## config.mk

```make
export PLATFORM = sky130hd
export DESIGN_NAME = chist_ram
export DESIGN_NICKNAME = d
export VERILOG_FILES = /design/src/sv/chist_ram.sv
export SDC_FILE = /design/constraint.sdc
export NUM_CORES = 2
export LEC_CHECK = 0
export BUFFER_PORTS_ARGS = -buffer_cell sky130_fd_sc_hd__buf_2
export CORE_MARGIN = 3
export CORE_UTILIZATION = 50
export DETAILED_ROUTE_END_ITERATION = 10
export PLACE_DENSITY = 0.65
export SLEW_MARGIN = 20
export SYNTH_ARGS = -nofsm -noshare
export SYNTH_HDL_FRONTEND = slang
export SYNTH_SLANG_ARGS = --single-unit
```

## constraint.sdc

```tcl
create_clock -name clk_i -period 4.9 [get_ports clk_i]
set_input_delay 0.98 -clock clk_i [delete_from_list [all_inputs] [get_ports clk_i]]
set_output_delay 0.98 -clock clk_i [all_outputs]
set_load 0.01 [all_outputs]
```

## src/sv/chist_ram.sv

```systemverilog
// Generic single-write, single-read RAM with a registered read port.
// Stand-alone; used for the sequence and total bin stores.
`default_nettype none

module chist_ram #(
  parameter int unsigned Width = 32,
  parameter int unsigned Depth = 64
) (
  input  wire logic                     clk_i,
  input  wire logic                     we_i,
  input  wire logic [$clog2(Depth)-1:0] waddr_i,
  input  wire logic [Width-1:0]         wdata_i,
  input  wire logic                     re_i,
  input  wire logic [$clog2(Depth)-1:0] raddr_i,
  output logic      [Width-1:0]         rdata_o
);

  logic [Width-1:0] mem_q [Depth];

  always_ff @(posedge clk_i) begin
    if (we_i) begin
      mem_q[waddr_i] <= wdata_i;
    end
    if (re_i) begin
      rdata_o <= mem_q[raddr_i];
    end
  end

endmodule

`default_nettype wire

```

==> impl_metrics.csv <==
group,metric,value,unit
cells_and_area,final_util,57.1,%
cts,cts_setup_buffers,0,
worst_setup_path,cp-end-kind,"flip-flop",
placed_design,place_ws,0.447,ns
synthesis,syn-mean-instance-area,23.7,µm²
status,status,"finished clean",
sta,fin_tns_setup,0,ns
sta,hold_viol_final,0,
power_and_ir_drop,intPower,28.5,mW
drt,drc,0,
synthesis,yosysWarnings,0,
cts,cts-htree-levels,4,
sta,fmax,0.274,GHz
cts,cts_resized,0,
placed_design,detailed_place_hpwl,117000,µm
synthesis,yosys.area_share.simple,1.26,%
cts,clk-insertion-delay-late,0.81,ns
worst_setup_path,r2r_slack,2.41,ns
power_and_ir_drop,power_switching_share,21.1,%
global_route,grtUsageTotal,25.4,%
worst_setup_path,critPathKind,"in -> reg",
synthesis,syn_nets,3371,
cts,cts_buffers,200,
cts,clk_path_buf_depth,3,
sta,relSlewSlack,25.0,%
sta,finalWorstSetupSlack,1.25,ns
sta,setup_violations,0,
cells_and_area,layout-drive-gt1-share,30.6,%
drt,routed_via_density,6.40,
synthesis,seq_area_frac_synth,79.2,%
min_path,holdCritPathClass,"in -> reg",
power_and_ir_drop,pwr-share-clk,39.9,%
cells_and_area,fin_nets,3680,
sta,fin_crit_sh,74.5,%
cts,cts_num_sinks,2080,
synthesis,synthesis.instances,3324,
synthesis,ys_seq_elements,2080,
power_and_ir_drop,power.switching,7.63,mW
floorplan,io_pins,79,
power_and_ir_drop,comb_power_share,5.3,%
worst_setup_path,worstPathArrival,4.18,ns
sta,maxSlewViolCount,0,
drt,first_iter_violations,4707,
sta,grt_setup_unrepaired,"no",
cts,root_buffer,"clkbuf_16",
cts,cts_tree,"done",
global_route,antenna_found_initial,17,
sta,worst_pin_slew,1.12,ns
drt,ant_nets,0,
synthesis,synth_edf_count,2080,
floorplan,die_x,403,µm
sta,period_needed,3.65,ns
synthesis,synth_top_flop_cell,"edfxtp_1",
synthesis,synth_xor_area_share,0,%
floorplan,core,0.156,mm²
flow_run,max_cap_violations,0,
synthesis,synth_compound_area_share,1.67,%
global_route,grt_pass1_wl,288000,µm
min_path,holdPathEnd,"mem_q[55][7]",
global_route,grt_max_degree,65,
placed_design,portBuffers,78,
power_and_ir_drop,p_per_area,405,mW/mm²
floorplan,start_util,50.4,%
synthesis,synth_top_area_share,79.2,%
worst_setup_path,timing.rr.end,"rdata_o[1]",
synthesis,synth_top_family_by_area,"multiplexers",
synthesis,yosys.area_share.adder,0,%
worst_setup_path,cp_max_fo,26,
floorplan,dieArea,0.162,mm²
cells_and_area,syn2layout_area_growth,13.3,%
drt,wl_met3,19900,µm
cts,cts.hold.buffers_added,0,
worst_setup_path,crit_required,5.43,ns
power_and_ir_drop,seqPwrFrac,54.9,%
power_and_ir_drop,p_leak,27.8,nW
min_path,worstHoldStart,"wdata_i[7]",
drt,wl,204000,µm
floorplan,die_h,403,µm
synthesis,synth_area,0.0788,mm²
drt,wl_per_cell,34.8,µm
drt,vias,37400,
global_route,grt_pass1_vias,37500,
global_route,gr-total-overflow,0,
drt,dr.max_layer_used,"met5",
min_path,min_path_cells,1,
worst_setup_path,rr_startpoint,"mem_q[7][1]",
drt,met1_length,80600,µm
synthesis,synthMuxAreaShare,16.7,%
cells_and_area,fillers,11300,
drt,drt_pass1_iterations,5,
placed_design,place_congestion,0.808,
synthesis,synthTopCellsByArea,"edfxtp_1 79%, mux4_2 16%, mux2i_1 1.2%, o22ai_1 0.67%, nor2_1 0.65%",
drt,wl_met2,97900,µm
floorplan,num_rows,145,
sta,clock_skew,0.0235,ns
power_and_ir_drop,vdd_ir_drop_max,0.357,mV
cts,path_clk_slew,0.06,ns
synthesis,async_flop_share,0,%
worst_setup_path,reg2reg_depth,4,
worst_setup_path,start_kind,"input port",
synthesis,synth_top_area_cell,"edfxtp_1",
synthesis,ys_types,33,
==> synth_stat cells, types with 5 or more instances <==
cell,number
edfxtp_1,2080
mux4_2,544
nor2_1,137
mux2i_1,93
o22ai_1,84
clkbuf_1,74
a21oi_1,62
buf_2,57
o221ai_1,27
nand2_1,26
buf_4,25
buf_1,21
nor2b_1,15
a22oi_1,12
a311oi_1,8
nand2b_1,8
nor3_1,7
buf_6,5
nand3_1,5
nand3b_1,5
==> per-layer routing <==
metal | global-route usage [%] | up-vias
met4 | 6.80 | 4
met1 | 37.3 | 20300
met5 | 0 | -
li1 | - | 14900
met3 | 5.23 | 280
met2 | 39.6 | 1953
==> area by class of cell <==
| type | instances | area (µm²) | area share, % |
|---|---|---|---|
| Clock buffer | 240 | 5240 | 5.87 |
| Tap cell | 2058 | 2570 | 2.88 |
| Sequential cell | 2080 | 62500 | 69.9 |
| Clock inverter | 115 | 790 | 0.884 |
| Multi-Input combinational cell | 1062 | 16000 | 17.9 |
| Antenna cell | 1 | 2.50 | 0.00280 |
| Timing Repair Buffer | 289 | 2290 | 2.57 |
==> power by group through the flow <==
stage | Sequential (mW) | Combinational, mW | Clock [mW]
floorplan | 20.2 | 0.959 | 0
global placement | 20.2 | 1.90 | 0
detailed placement | 20.2 | 1.92 | 0
CTS | 19.8 | 1.92 | 14.6
global route | 19.8 | 2.00 | 15.3
finish | 19.8 | 1.91 | 14.4
==> cell families after synthesis <==
group                  after synthesis
AOI/OAI and AO/OA                  202
buffers and inverters              182
DFF                               2080
muxes                              637
and+or+nand+nor                    223
==> stage by stage <==
stage	power [mW]	cells	instance area [µm²]	hold WS, ns
6_report	36.1	5845	89300	0.553
5_1_grt	37.2	5844	89300	0.527
4_1_cts	36.4	5844	89300	0.497
3_5_place_dp	22.1	5489	83300	0.981
3_3_place_gp	22.1	5489	83300	0.963
2_1_floorplan	21.1	3324	78800	0.750
==> worst max path at each step <==
stage	startpoint	end
detailed placement	raddr_i[0]	rdata_o[26]
global route	raddr_i[0]	rdata_o[26]
CTS	raddr_i[0]	rdata_o[26]
global placement	raddr_i[0]	rdata_o[26]
finish	raddr_i[0]	rdata_o[26]
floorplan	waddr_i[3]	mem_q[48][0]
==> flip-flops by register name, summed over array words and instances (netlist names) <==
name	flops
rdata_o	32
mem_q	2048
==> layout by cell type, fill, tap and decap left out, types with 3 or more instances in the layout <==
cell,count
o22ai_1,84
a21oi_1,62
clkinv_1,62
nor3_1,5
a22oi_1,12
o221ai_1,27
or3_1,3
nand2b_1,8
nand3b_1,5
clkbuf_16,204
nor2_4,62
nor2b_1,15
buf_4,192
clkinvlp_4,6
nand3_1,5
clkinv_2,32
mux4_2,544
a311oi_1,8
clkbuf_1,36
a41o_1,4
edfxtp_1,2080
or3b_2,3
o32ai_1,4
mux2i_1,93
buf_2,71
nand2_1,26
nor2_1,75
and3_1,4
bufinv_16,10
buf_12,22
buf_8,3
==> critical path: stages <==
cell,delay [ns]
buf_8,0.39
buf_4,0.33
buf_4,0.33
buf_4,0.41
mux4_2,0.55
o22ai_1,0.19
nor2_1,0.15
a21oi_1,0.71
nor2_1,0.08
Power figures use the tool's default switching activity.
